[src/hdl/xeu_pkg.sv]
// Shared types and constants for the XML entity unescaper.
// Holds the entity spelling table, sizes and the decode result struct.
// No dependencies.
package xeu_pkg;

  localparam int unsigned NUM_ENT  = 5;  // predefined entities
  localparam int unsigned HOLD_MAX = 5;  // longest held prefix
  localparam int unsigned ENT_MAX  = 6;  // longest entity spelling
  localparam int unsigned RES_MAX  = 6;  // most results from one request

  localparam logic [7:0] AMP = 8'h26;    // '&'

  // Entity spellings, padded with zero bytes; byte 0 of each is the ampersand
  localparam logic [0:NUM_ENT-1][0:ENT_MAX-1][7:0] ENT_TEXT = '{
    '{8'h26, 8'h6c, 8'h74, 8'h3b, 8'h00, 8'h00},  // &lt;
    '{8'h26, 8'h67, 8'h74, 8'h3b, 8'h00, 8'h00},  // &gt;
    '{8'h26, 8'h61, 8'h6d, 8'h70, 8'h3b, 8'h00},  // &amp;
    '{8'h26, 8'h71, 8'h75, 8'h6f, 8'h74, 8'h3b},  // &quot;
    '{8'h26, 8'h61, 8'h70, 8'h6f, 8'h73, 8'h3b}   // &apos;
  };

  localparam logic [0:NUM_ENT-1][3:0] ENT_LEN = '{4'd4, 4'd4, 4'd5, 4'd6, 4'd6};

  localparam logic [0:NUM_ENT-1][7:0] ENT_REPL = '{8'h3c, 8'h3e, 8'h26, 8'h22, 8'h27};

  // Outcome of decoding one request against the held prefix
  typedef struct packed {
    logic [2:0]                  held_count;
    logic [HOLD_MAX-1:0][7:0]    held_bytes;
    logic [2:0]                  res_count;
    logic [RES_MAX-1:0][7:0]     res_bytes;
  } dec_t;

endpackage

[src/hdl/xeu_if.sv]
// Valid/ready stream interfaces for the XML entity unescaper.
// One for escaped input bytes, one for decoded output bytes.
// No dependencies.
interface xeu_in_if;
  logic       valid;
  logic       ready;
  logic [7:0] in_byte;
  logic       end_of_text;

  modport source (output valid, output in_byte, output end_of_text, input ready);
  modport sink   (input valid, input in_byte, input end_of_text, output ready);
endinterface

interface xeu_out_if;
  logic       valid;
  logic       ready;
  logic [7:0] out_byte;
  logic       run_last;
  logic       text_done;

  modport source (output valid, output out_byte, output run_last, output text_done,
                  input ready);
  modport sink   (input valid, input out_byte, input run_last, input text_done,
                  output ready);
endinterface

[src/hdl/xeu_decode.sv]
// Combinational entity match for one request against the held prefix.
// Depends on xeu_pkg for the entity table and the dec_t result struct.
module xeu_decode (
  input  logic [2:0]                        held_count_i,
  input  logic [xeu_pkg::HOLD_MAX-1:0][7:0] held_bytes_i,
  input  logic [7:0]                        in_byte_i,
  input  logic                              eot_i,
  output xeu_pkg::dec_t                     dec_o
);

  logic [xeu_pkg::ENT_MAX-1:0][7:0] cand;
  logic [xeu_pkg::NUM_ENT-1:0]      ent_match;
  logic [xeu_pkg::NUM_ENT-1:0]      ent_full;
  logic [7:0]                       repl;
  logic [3:0]                       cand_len;
  logic                             any_full;
  logic                             extend;

  assign cand_len = {1'b0, held_count_i} + 4'd1;

  // Candidate: held bytes followed by the new byte
  always_comb begin
    for (int i = 0; i < xeu_pkg::ENT_MAX; i++) begin
      if (3'(i) < held_count_i && i < xeu_pkg::HOLD_MAX) begin
        cand[i] = held_bytes_i[i];
      end else if (3'(i) == held_count_i) begin
        cand[i] = in_byte_i;
      end else begin
        cand[i] = 8'h00;
      end
    end
  end

  // Prefix and full match against each entity
  always_comb begin
    for (int e = 0; e < xeu_pkg::NUM_ENT; e++) begin
      ent_match[e] = (cand_len <= xeu_pkg::ENT_LEN[e]);
      for (int i = 0; i < xeu_pkg::ENT_MAX; i++) begin
        if (3'(i) <= held_count_i && cand[i] != xeu_pkg::ENT_TEXT[e][i]) begin
          ent_match[e] = 1'b0;
        end
      end
      ent_full[e] = ent_match[e] && (cand_len == xeu_pkg::ENT_LEN[e]);
    end
  end

  always_comb begin
    repl = 8'h00;
    for (int e = 0; e < xeu_pkg::NUM_ENT; e++) begin
      if (ent_full[e]) begin
        repl = xeu_pkg::ENT_REPL[e];
      end
    end
  end

  assign any_full = |ent_full;
  assign extend   = !any_full && (|ent_match) &&
                    (held_count_i < 3'(xeu_pkg::HOLD_MAX));

  // Results and next held state
  always_comb begin
    dec_o            = '0;
    dec_o.held_bytes = held_bytes_i;
    dec_o.res_bytes  = cand;
    priority if (any_full) begin
      dec_o.res_bytes[0] = repl;
      dec_o.res_count    = 3'd1;
      dec_o.held_count   = 3'd0;
    end else if (extend) begin
      for (int i = 0; i < xeu_pkg::HOLD_MAX; i++) begin
        dec_o.held_bytes[i] = cand[i];
      end
      // at end of text the extended prefix is flushed as it stands
      dec_o.res_count  = eot_i ? cand_len[2:0] : 3'd0;
      dec_o.held_count = eot_i ? 3'd0 : cand_len[2:0];
    end else begin
      // failed match: held bytes go out, new byte follows or reopens a match
      if (in_byte_i == xeu_pkg::AMP && !eot_i) begin
        dec_o.held_bytes[0] = xeu_pkg::AMP;
        dec_o.res_count     = held_count_i;
        dec_o.held_count    = 3'd1;
      end else begin
        dec_o.res_count  = cand_len[2:0];
        dec_o.held_count = 3'd0;
      end
    end
  end

endmodule

[src/hdl/xml_entity_unescape.sv]
// XML predefined entity decoder: top level with held prefix and result buffer.
// Depends on xeu_pkg, the xeu_in_if / xeu_out_if interfaces and xeu_decode.
//
// Usage:
//   in_i  carries escaped text, one byte per request, end_of_text on the last.
//   out_o carries decoded bytes; run_last marks the last result of a request,
//   text_done the final byte of the whole text.
//   &lt; &gt; &amp; &quot; &apos; become < > & " '; other bytes pass through.
// Timing:
//   A request is decoded in the cycle it is accepted and its results land in
//   a six-entry result register; the first result shows in the cycle after.
//   Results drain one per cycle while out_o.ready is high. A request yields
//   one to six results, or none when it only extends a pending match. A new
//   request is accepted when the result register is empty or its last entry
//   is taken in the same cycle, giving one byte per cycle for plain text
//   while out_o.ready stays high.
// Reset: clears the held prefix count and the result count; out_o.valid is low.
// Stall: while out_o.ready is low the current result holds, and in_i.ready
//   stays low for as long as the result register holds any result.
module xml_entity_unescape (
  input  logic        clk_i,
  input  logic        rst_ni,
  xeu_in_if.sink      in_i,
  xeu_out_if.source   out_o
);

  logic [2:0]                        held_count_q, held_count_d;
  logic [xeu_pkg::HOLD_MAX-1:0][7:0] held_bytes_q, held_bytes_d;
  logic [xeu_pkg::RES_MAX-1:0][7:0]  res_q, res_d;
  logic [2:0]                        cnt_q, cnt_d;
  logic [2:0]                        rd_q, rd_d;
  logic                              eot_q, eot_d;

  xeu_pkg::dec_t dec;
  logic          in_acc;
  logic          out_acc;
  logic          res_last;

  xeu_decode u_decode (
    .held_count_i (held_count_q),
    .held_bytes_i (held_bytes_q),
    .in_byte_i    (in_i.in_byte),
    .eot_i        (in_i.end_of_text),
    .dec_o        (dec)
  );

  // Output side of the result register
  assign res_last        = (rd_q == cnt_q - 3'd1);
  assign out_o.valid     = (cnt_q != 3'd0);
  assign out_o.out_byte  = res_q[rd_q];
  assign out_o.run_last  = res_last;
  assign out_o.text_done = res_last && eot_q;
  assign out_acc         = out_o.valid && out_o.ready;

  // Take a request when the buffer is empty or empties this cycle
  assign in_i.ready = (cnt_q == 3'd0) || (out_acc && res_last);
  assign in_acc     = in_i.valid && in_i.ready;

  // Next state for the held prefix and result register
  always_comb begin
    held_count_d = held_count_q;
    held_bytes_d = held_bytes_q;
    res_d        = res_q;
    cnt_d        = cnt_q;
    rd_d         = rd_q;
    eot_d        = eot_q;
    if (out_acc) begin
      if (res_last) begin
        cnt_d = 3'd0;
        rd_d  = 3'd0;
      end else begin
        rd_d = rd_q + 3'd1;
      end
    end
    if (in_acc) begin
      held_count_d = dec.held_count;
      held_bytes_d = dec.held_bytes;
      res_d        = dec.res_bytes;
      cnt_d        = dec.res_count;
      rd_d         = 3'd0;
      eot_d        = in_i.end_of_text;
    end
  end

  // Control registers
  always_ff @(posedge clk_i or negedge rst_ni) begin
    if (!rst_ni) begin
      held_count_q <= 3'd0;
      cnt_q        <= 3'd0;
      rd_q         <= 3'd0;
      eot_q        <= 1'b0;
    end else begin
      held_count_q <= held_count_d;
      cnt_q        <= cnt_d;
      rd_q         <= rd_d;
      eot_q        <= eot_d;
    end
  end

  // Payload registers
  always_ff @(posedge clk_i) begin
    held_bytes_q <= held_bytes_d;
    res_q        <= res_d;
  end

endmodule

[src/flat_wrapper.sv]
// flat-port wrapper written by rule: the top's interface ports become plain ports
module xml_entity_unescape_flat 
  (clk_i, rst_ni, in_i_valid, in_i_in_byte, in_i_end_of_text, in_i_ready, out_o_valid, out_o_out_byte, out_o_run_last, out_o_text_done, out_o_ready);
  xeu_in_if in_i_i ();
  xeu_out_if out_o_i ();
  input  logic clk_i;
  input  logic rst_ni;
  input wire logic [$bits(in_i_i.valid)-1:0] in_i_valid;
  input wire logic [$bits(in_i_i.in_byte)-1:0] in_i_in_byte;
  input wire logic [$bits(in_i_i.end_of_text)-1:0] in_i_end_of_text;
  output wire logic [$bits(in_i_i.ready)-1:0] in_i_ready;
  output wire logic [$bits(out_o_i.valid)-1:0] out_o_valid;
  output wire logic [$bits(out_o_i.out_byte)-1:0] out_o_out_byte;
  output wire logic [$bits(out_o_i.run_last)-1:0] out_o_run_last;
  output wire logic [$bits(out_o_i.text_done)-1:0] out_o_text_done;
  input wire logic [$bits(out_o_i.ready)-1:0] out_o_ready;
  assign in_i_i.valid = in_i_valid;
  assign in_i_i.in_byte = in_i_in_byte;
  assign in_i_i.end_of_text = in_i_end_of_text;
  assign in_i_ready = in_i_i.ready;
  assign out_o_valid = out_o_i.valid;
  assign out_o_out_byte = out_o_i.out_byte;
  assign out_o_run_last = out_o_i.run_last;
  assign out_o_text_done = out_o_i.text_done;
  assign out_o_i.ready = out_o_ready;
  xml_entity_unescape u_core (.clk_i(clk_i), .rst_ni(rst_ni), .in_i(in_i_i), .out_o(out_o_i));
endmodule
[config.mk]
export PLATFORM = sky130hd
export DESIGN_NAME = xml_entity_unescape_flat
export DESIGN_NICKNAME = d
export VERILOG_FILES = /design/src/hdl/xeu_pkg.sv /design/src/hdl/xeu_if.sv /design/src/hdl/xeu_decode.sv /design/src/hdl/xml_entity_unescape.sv /design/src/flat_wrapper.sv
export SDC_FILE = /design/constraint.sdc
export NUM_CORES = 1
export LEC_CHECK = 0
export BUFFER_PORTS_ARGS = -buffer_cell sky130_fd_sc_hd__buf_2
export CAP_MARGIN = 15
export CORE_ASPECT_RATIO = 1.4
export CORE_MARGIN = 2
export CORE_UTILIZATION = 35
export DETAILED_ROUTE_END_ITERATION = 10
export PLACE_DENSITY = 0.55
export SETUP_SLACK_MARGIN = 0.15
export SLEW_MARGIN = 20
export SYNTH_ARGS = -nofsm -noshare
export SYNTH_HDL_FRONTEND = slang
export SYNTH_SLANG_ARGS = --single-unit
[constraint.sdc]
create_clock -name clk_i -period 6 [get_ports clk_i]
set_input_delay 1.8 -clock clk_i [delete_from_list [all_inputs] [get_ports clk_i]]
set_output_delay 1.8 -clock clk_i [all_outputs]
set_load 0.05 [all_outputs]
==> results of run 1 <==
power groups by stage:
stage	Sequential, mW	Combinational, mW	Clock [mW]
final	1.29	1.41	0.574
after global routing	1.32	1.52	0.611
after CTS	1.29	1.42	0.585
after detailed placement	1.31	1.41	0
after global placement	1.30	1.39	0
after floorplan	1.20	1.11	0
cell type report:
type / count / area [sq um] / share of cell area [%]
Clock buffer: 9 / 225 / 3.68
Clock inverter: 7 / 71.3 / 1.17
Inverter: 22 / 82.6 / 1.35
Multi-Input combinational cell: 346 / 2410 / 39.3
Sequential cell: 98 / 2890 / 47.3
Tap cell: 196 / 245 / 4.01
Timing Repair Buffer: 34 / 195 / 3.19
layout by cell type (no fill, tap or decap), types with 4 or more instances in the layout:
cell type / synthesis / final
sky130_fd_sc_hd__mux4_2: 8 / 8
sky130_fd_sc_hd__edfxtp_1: 88 / 88
sky130_fd_sc_hd__buf_4: 2 / 10
sky130_fd_sc_hd__conb_1: 1 / 5
sky130_fd_sc_hd__clkbuf_16: 0 / 9
sky130_fd_sc_hd__nor3_1: 7 / 7
sky130_fd_sc_hd__or2_2: 6 / 6
sky130_fd_sc_hd__buf_2: 16 / 24
sky130_fd_sc_hd__a211o_1: 6 / 6
sky130_fd_sc_hd__nor2_1: 19 / 18
sky130_fd_sc_hd__o21ai_1: 5 / 5
sky130_fd_sc_hd__nand4bb_1: 5 / 5
sky130_fd_sc_hd__nor4bb_1: 6 / 6
sky130_fd_sc_hd__nand2_1: 70 / 70
sky130_fd_sc_hd__a22o_1: 4 / 4
sky130_fd_sc_hd__o21a_1: 9 / 9
sky130_fd_sc_hd__a21oi_1: 10 / 10
sky130_fd_sc_hd__ha_1: 8 / 8
sky130_fd_sc_hd__nand4b_1: 7 / 7
sky130_fd_sc_hd__o21ai_0: 26 / 26
sky130_fd_sc_hd__and2_1: 6 / 6
sky130_fd_sc_hd__nand4_1: 4 / 4
sky130_fd_sc_hd__nor4_1: 6 / 6
sky130_fd_sc_hd__nand2b_1: 6 / 6
sky130_fd_sc_hd__o22ai_1: 9 / 9
sky130_fd_sc_hd__mux2i_1: 12 / 12
sky130_fd_sc_hd__xnor2_1: 6 / 6
sky130_fd_sc_hd__and3_1: 10 / 10
sky130_fd_sc_hd__dfrtp_1: 10 / 10
sky130_fd_sc_hd__nand3_1: 16 / 16
sky130_fd_sc_hd__inv_1: 22 / 21
stage by stage:
step / hold slack, ps / util (%) / total power, mW / setup WS [ps] / area, sq um
after floorplan: 438 / - / 2.31 / 327 / 5620
after global placement: 450 / 37.3 / 2.70 / 1070 / 5820
after detailed placement: 454 / 37.3 / 2.72 / 992 / 5820
after CTS: 473 / 39.2 / 3.29 / 1370 / 6120
after global routing: 507 / 39.2 / 3.45 / 1140 / 6120
final: 467 / 39.2 / 3.27 / 1330 / 6120
metal layers:
metal	vias to the layer above	track usage, %	routed length, um
met2	131	32.7	7980
met5	-	0	0
met3	29	3.35	610
met1	2025	21.9	6280
met4	0	8.93	643
li1	1923	-	-
how the worst min path moves through the flow:
stage	cells past startpoint	slack [ps]	from	to
floorplan	2	440	u_core.eot_q	u_core.eot_q
global placement	2	450	u_core.eot_q	u_core.eot_q
detailed placement	2	450	u_core.eot_q	u_core.eot_q
CTS	2	470	u_core.eot_q	u_core.eot_q
global route	2	510	u_core.eot_q	u_core.eot_q
finish	2	470	u_core.eot_q	u_core.eot_q
state kept, by name, summed over array words and instances, names as in the netlist:
signal               flops
u_core.rd_q              3
u_core.held_count_q      3
u_core.res_q            48
u_core.eot_q             1
u_core.cnt_q             3
u_core.held_bytes_q     40
cell families (layout without fill, tap and decap cells):
logic type / count (synthesis) / in the layout
flops: 98 / 98
xor+xnor: 6 / 6
fa+ha+maj: 8 / 8
other cells: 1 / 5
compound gates: 114 / 114
simple gates: 192 / 192
buf+inv: 63 / 72
mux: 21 / 21
worst max-delay path: cells and delay by family:
family,cells,cell delay [ps]
buf+inv,2,460
compound gates,3,840
simple gates,5,1580
==> out/qor.txt, run 1 <==
STA
--------------------------------------------------------------------------------------------
Unrepaired setup endpoints after global routing                                        false
Measured slew at the worst slew-check pin                                             961 ps
Hold Violations, Final                                                                     0
Max-slew violation count                                                                   0
Portion of the clock cycle consumed by the worst path in the final layout              77.8%
Clock tree skew after final layout                                                   9.50 ps
Total of endpoints with negative setup slack in the final report                           0
Final min period                                                                     4670 ps
Top achievable clock speed                                                           214 MHz
Slew headroom                                                                          36.0%
Final-layout setup total negative slack                                                 0 ps

DETAILED ROUTING
--------------------------------------------------------------------------------------------
Number of search-and-repair iterations in the first detailed-routing pass                  5
Sum of routed wire length over all layers                                            15.5 mm
Remaining DRCs                                                                             0
Via Count                                                                              4,108
Average wire per cell in the routed design                                           21.8 um
Vias per cell                                                                           5.77
Number of routed nets with antenna violations                                              0
Violation count after the first detailed-routing iteration                               307

DIE
--------------------------------------------------------------------------------------------
Number of primary I/O pins                                                                25
Standard-cell rows                                                                        54
Die area                                                                        17,000 sq um
Chip width                                                                            111 um
Core region area                                                                15,600 sq um
Initial Util                                                                           35.9%
Die H                                                                                 154 um

CRITICAL PATH
--------------------------------------------------------------------------------------------
Critical Path RT                                                                     6050 ps
CP endpoint kind                                                                        flop
Cell depth of the worst flop-to-flop path                                                 10
RR Startpoint                                                                   u_core.held_count_q[1]
Delay of the slowest cell on the worst path                                           580 ps
Slowest stage cell on the critical path                                         sky130_fd_sc_hd__or4b_1
End of the critical path                                                        u_core.held_bytes_q[29]
Cells along the critical path                                                   buf_2 -> or4b_1 -> o211a_1 -> a311oi_2 -> nand4_1 -> nor4_1 -> a211o_2 -> nand2b_1 -> nor2_2 -> buf_4
Worst Setup SP                                                                  in_i_in_byte[3]
Crit Path Category                                                              input port to flop
Type of element launching the critical path                                       input port
Crit-path max FO                                                                          32
Crit path arrival time                                                               4720 ps
Setup slack on the worst flop-to-flop path                                           1670 ps
Endpoint of the worst register-to-register path                                 u_core.held_bytes_q[3]

FINAL LAYOUT
--------------------------------------------------------------------------------------------
ANT cells                                                                                  0
Post-synthesis to final-layout area growth                                             9.29%
Non-filler instance count after layout                                                   712
Fraction of layout cells with a size suffix above 1                                    15.1%
Number of filler instances in the final layout                                         1,493
Final net count                                                                          532

SYNTHESIS
--------------------------------------------------------------------------------------------
Basic-gate share of the synthesized area counting and, or, nand and nor cells          19.1%
Adder and majority cell fraction of the synthesized area                               1.79%
Xor-xnor portion of the synthesized cell area                                         0.938%
Avg Synthesized Cell Area                                                         11.1 sq um
Largest area contributor in the synthesized netlist                             sky130_fd_sc_hd__edfxtp_1
Number of instances in the synthesized netlist                                           503
Share of cell area taken by muxes after synthesis                                      5.56%
Cell types with the largest area share after synthesis                          sky130_fd_sc_hd__edfxtp_1 47%, sky130_fd_sc_hd__nand2_1 4.7%, sky130_fd_sc_hd__dfrtp_1 4.5%
Most common cell in the synthesized netlist                                     sky130_fd_sc_hd__edfxtp_1
Number of synthesized flops with an enable pin                                            88
Sequential cell area fraction in the yosys report                                      51.7%
Register bit count reported by yosys                                                      98
Main combinational cell family by area after synthesis                          simple AND/OR/NAND/NOR gates
Area share of the largest cell type after synthesis                                    47.2%
Yosys cell types                                                                          81
Share of async-settable or async-resettable flops after synthesis                      10.2%
Synth top cells by count                                                        88 x sky130_fd_sc_hd__edfxtp_1, 70 x sky130_fd_sc_hd__nand2_1, 26 x sky130_fd_sc_hd__o21ai_0
Main synth FF type                                                              sky130_fd_sc_hd__edfxtp_1
Post-Synthesis Cell Area                                                          5600 sq um
Synthesized-area fraction occupied by ao, oa, aoi and oai cells                        15.2%
Yosys warning count                                                                        0

CLOCKING
--------------------------------------------------------------------------------------------
Register clock-pin slew on the reported worst setup and hold paths                     70 ps
Hold bufs inserted after CTS                                                               0
Cells resized by post-CTS repair                                                           0
H-tree depth reported by CTS                                                               3
Number of clock sinks seen by CTS                                                         98
Root Driver                                                                     sky130_fd_sc_hd__clkbuf_16
Clock tree from TritonCTS                                                                yes
Clk Latency, worst-skew pair                                                          350 ps
Maximum clock insertion buffer count                                                       2
Post-CTS setup buffer count                                                                0
Num CTS Buffers                                                                            9

WORST HOLD PATH
--------------------------------------------------------------------------------------------
Worst hold path class                                                           flop to flop

POWER
--------------------------------------------------------------------------------------------
Switching power share of the total                                                     43.2%
Maximum vdd ir drop                                                                 0.188 mV
Reported net switching power                                                         1.41 mW
Combinational share of power                                                           43.0%
Clk network pwr share                                                                  17.6%
Standby leakage power                                                                2.28 nW
Cell Int Power                                                                       1.86 mW
Sequential share of power                                                              39.5%
Pwr Density                                                                      535 nW/um^2

GLOBAL ROUTING
--------------------------------------------------------------------------------------------
Global-route wire length before repair                                               24.1 mm
Maximum number of pins on one net before global-route repair                              54
Vias in the first global route                                                         4,057
Aggregate global routing overflow                                                          0
Number of antenna violations at the first check in global routing                          0
Total global routing track utilization                                                 18.6%

PLACED DESIGN
--------------------------------------------------------------------------------------------
Detailed placer's ending HPWL                                                        11.1 mm
Cell total after placement                                                               696
Buffers added on ports                                                                    24
Gp weighted congestion                                                                 0.926

STATUS
--------------------------------------------------------------------------------------------
Result of the run                                                               finished, final reports clean

RUN
--------------------------------------------------------------------------------------------
Max-capacitance violation count                                                            0

(Power assumes the default switching activity.)
==> run 2: changes to the inputs <==
clock period = 4.51 ns   (was 6 ns; I/O delays follow)
==> out/qor.txt, run 2 (synthesis results as in run 1) <==
STA
----------------------------------------------------------------------------------------
Slew headroom                                                                      23.9%   was 36.0%
Final-layout setup total negative slack                                             0 ps   unchanged
Setup slack of the critical path after layout                                     195 ps   was 1330 ps
Total of endpoints with negative setup slack in the final report                       0   unchanged
Unrepaired setup endpoints after global routing                                     true   was false
Top achievable clock speed                                                       232 MHz
Measured slew at the worst slew-check pin                                        1140 ps   was 961 ps
Hold Violations, Final                                                                 0   unchanged
Final min period                                                                 4320 ps
Max-slew violation count                                                               0   unchanged
Portion of the clock cycle consumed by the worst path in the final layout          95.7%
Clock tree skew after final layout                                               9.26 ps   was 9.50 ps

DETAILED ROUTING
----------------------------------------------------------------------------------------
Via Count                                                                          4,205   was 4,108
Average wire per cell in the routed design                                       21.3 um   was 21.8 um
Sum of routed wire length over all layers                                        15.7 mm   was 15.5 mm
Number of routed nets with antenna violations                                          0   unchanged
Vias per cell                                                                       5.72   was 5.77
Violation count after the first detailed-routing iteration                           416   was 307
Remaining DRCs                                                                         0   unchanged
Number of search-and-repair iterations in the first detailed-routing pass              5   unchanged

CRITICAL PATH
----------------------------------------------------------------------------------------
Crit Path Category                                                          input port to flop   unchanged
Critical Path RT                                                                 4620 ps   was 6050 ps
Crit-path max FO                                                                      13   was 32
Type of element launching the critical path                                   input port   unchanged
CP endpoint kind                                                                    flop   unchanged
Crit path arrival time                                                           4430 ps   was 4720 ps

CLOCKING
----------------------------------------------------------------------------------------
Num CTS Buffers                                                                        9   unchanged
Clock tree from TritonCTS                                                            yes   unchanged
Clk Latency, worst-skew pair                                                      350 ps   about the same
Root Driver                                                                 sky130_fd_sc_hd__clkbuf_16   unchanged
Maximum clock insertion buffer count                                                   2   unchanged
Post-CTS setup buffer count                                                            0   unchanged
Number of clock sinks seen by CTS                                                     98   unchanged
Register clock-pin slew on the reported worst setup and hold paths                 70 ps   about the same
Hold bufs inserted after CTS                                                           0   unchanged
H-tree depth reported by CTS                                                           3   unchanged

PLACED DESIGN
----------------------------------------------------------------------------------------
Buffers added on ports                                                                24   unchanged
Detailed placer's ending HPWL                                                    11.4 mm   was 11.1 mm
Placement Setup Slack                                                           -53.7 ps   was 992 ps
Post-detailed-placement cell area                                             6030 sq um   was 5820 sq um
Gp weighted congestion                                                             0.919   was 0.926

FINAL LAYOUT
----------------------------------------------------------------------------------------
Post-synthesis to final-layout area growth                                         12.9%   was 9.29%
Final design instance area without fill                                       6320 sq um   was 6120 sq um
ANT cells                                                                              0   unchanged
Number of flip-flops in the largest register                                          48   unchanged
Fraction of layout cells with a size suffix above 1                                18.7%   was 15.1%
Number of filler instances in the final layout                                     1,484   was 1,493
Leading cell types in the layout, fill and taps excluded                    88 x sky130_fd_sc_hd__edfxtp_1, 70 x sky130_fd_sc_hd__nand2_1, 30 x sky130_fd_sc_hd__buf_4, 26 x sky130_fd_sc_hd__o21ai_0, 24 x sky130_fd_sc_hd__buf_2   was 88 x sky130_fd_sc_hd__edfxtp_1, 70 x sky130_fd_sc_hd__nand2_1, 26 x sky130_fd_sc_hd__o21ai_0, 24 x sky130_fd_sc_hd__buf_2, 21 x sky130_fd_sc_hd__inv_1
Register ranked first by flip-flop count                                    u_core.res_q   unchanged
Final net count                                                                      555   was 532
Util after Layout                                                                  40.5%   was 39.2%
Most common cell after layout, fill and taps aside                          sky130_fd_sc_hd__edfxtp_1   unchanged
Largest registers                                                           u_core.res_q x48, u_core.held_bytes_q x40   unchanged

POWER
----------------------------------------------------------------------------------------
Pwr Density                                                                  697 nW/um^2   was 535 nW/um^2
Final total power                                                                4.41 mW   was 3.27 mW
Standby leakage power                                                            2.39 nW   was 2.28 nW
Maximum vdd ir drop                                                             0.352 mV   was 0.188 mV

GLOBAL ROUTING
----------------------------------------------------------------------------------------
Maximum number of pins on one net before global-route repair                          54   unchanged
Aggregate global routing overflow                                                      0   unchanged
Total global routing track utilization                                             18.6%   about the same
Global-route wire length before repair                                           24.5 mm   was 24.1 mm
Vias in the first global route                                                     4,257   was 4,057
Number of antenna violations at the first check in global routing                      0   unchanged

DIE
----------------------------------------------------------------------------------------
Core region area                                                            15,600 sq um   unchanged
Chip width                                                                        111 um   unchanged
Number of primary I/O pins                                                            25   unchanged
Standard-cell rows                                                                    54   unchanged
Die H                                                                             154 um   unchanged
Initial Util                                                                       35.9%   unchanged
Die area                                                                    17,000 sq um   unchanged

RUN
----------------------------------------------------------------------------------------
Max-capacitance violation count                                                        0   unchanged

WORST HOLD PATH
----------------------------------------------------------------------------------------
Worst hold path class                                                       flop to flop   unchanged

STATUS
----------------------------------------------------------------------------------------
Result of the run                                                           finished, final reports clean   unchanged

==> run 2: layer usage <==
metal / vias up / track usage, % / routed length (um)
met2: 120 / 32.6 / 8010
met4: 0 / 10.6 / 793
li1: 1971 / - / -
met5: - / 0 / 0
met3: 40 / 2.76 / 578
met1: 2074 / 21.6 / 6280
==> run 2: what timing repair did <==
| action | CTS | global route |
|---|---|---|
| resized for setup | 0 | 1 |
| endpoints found under the hold margin | 0 | 0 |
| setup endpoints to repair | 0 | 32 |
==> run 2: metrics by stage <==
stage	cells	hold WS [ps]
after floorplan	507	438
after global placement	718	453
after detailed placement	718	459
after CTS	734	477
after global routing	735	526
final	735	470
==> run 2: report_power, final <==
part / leakage (nW) / switching [mW] / internal, mW
clock: 0.140 / 0.350 / 0.384
sequential: 0.978 / 0.193 / 1.49
combinational: 1.27 / 1.35 / 0.640
==> run 2: path summary, 6_finish.rpt <==
kind	from	depth (start not counted)	slack [ps]	to
max in group asynchronous	rst_ni	1	3450	u_core.held_count_q[0]
max	in_i_in_byte[3]	11	190	u_core.held_bytes_q[2]
max reg2reg	u_core.held_count_q[1]	12	380	u_core.held_count_q[0]
min reg2reg	u_core.eot_q	2	470	u_core.eot_q
min in group asynchronous	rst_ni	1	850	u_core.eot_q
min	u_core.eot_q	2	470	u_core.eot_q
==> run 2: layout make-up <==
cell class	count	area, sq um	area share, %
Timing Repair Buffer	56	385	6.09
Clock buffer	9	225	3.56
Inverter	22	86.3	1.37
Clock inverter	7	58.8	0.930
Sequential cell	98	2890	45.7
Multi-Input combinational cell	347	2430	38.4
Tap cell	196	245	3.88
==> run 2: worst max-delay path, cell delays in order <==
cell	delay, ps
sky130_fd_sc_hd__buf_2	180
sky130_fd_sc_hd__or4b_1	590
sky130_fd_sc_hd__o211a_1	270
sky130_fd_sc_hd__a311oi_2	340
sky130_fd_sc_hd__nand4_1	250
sky130_fd_sc_hd__nor4_1	450
sky130_fd_sc_hd__a211o_2	180
sky130_fd_sc_hd__nand2b_1	360
sky130_fd_sc_hd__buf_4	230
sky130_fd_sc_hd__a21oi_1	50
sky130_fd_sc_hd__buf_4	180
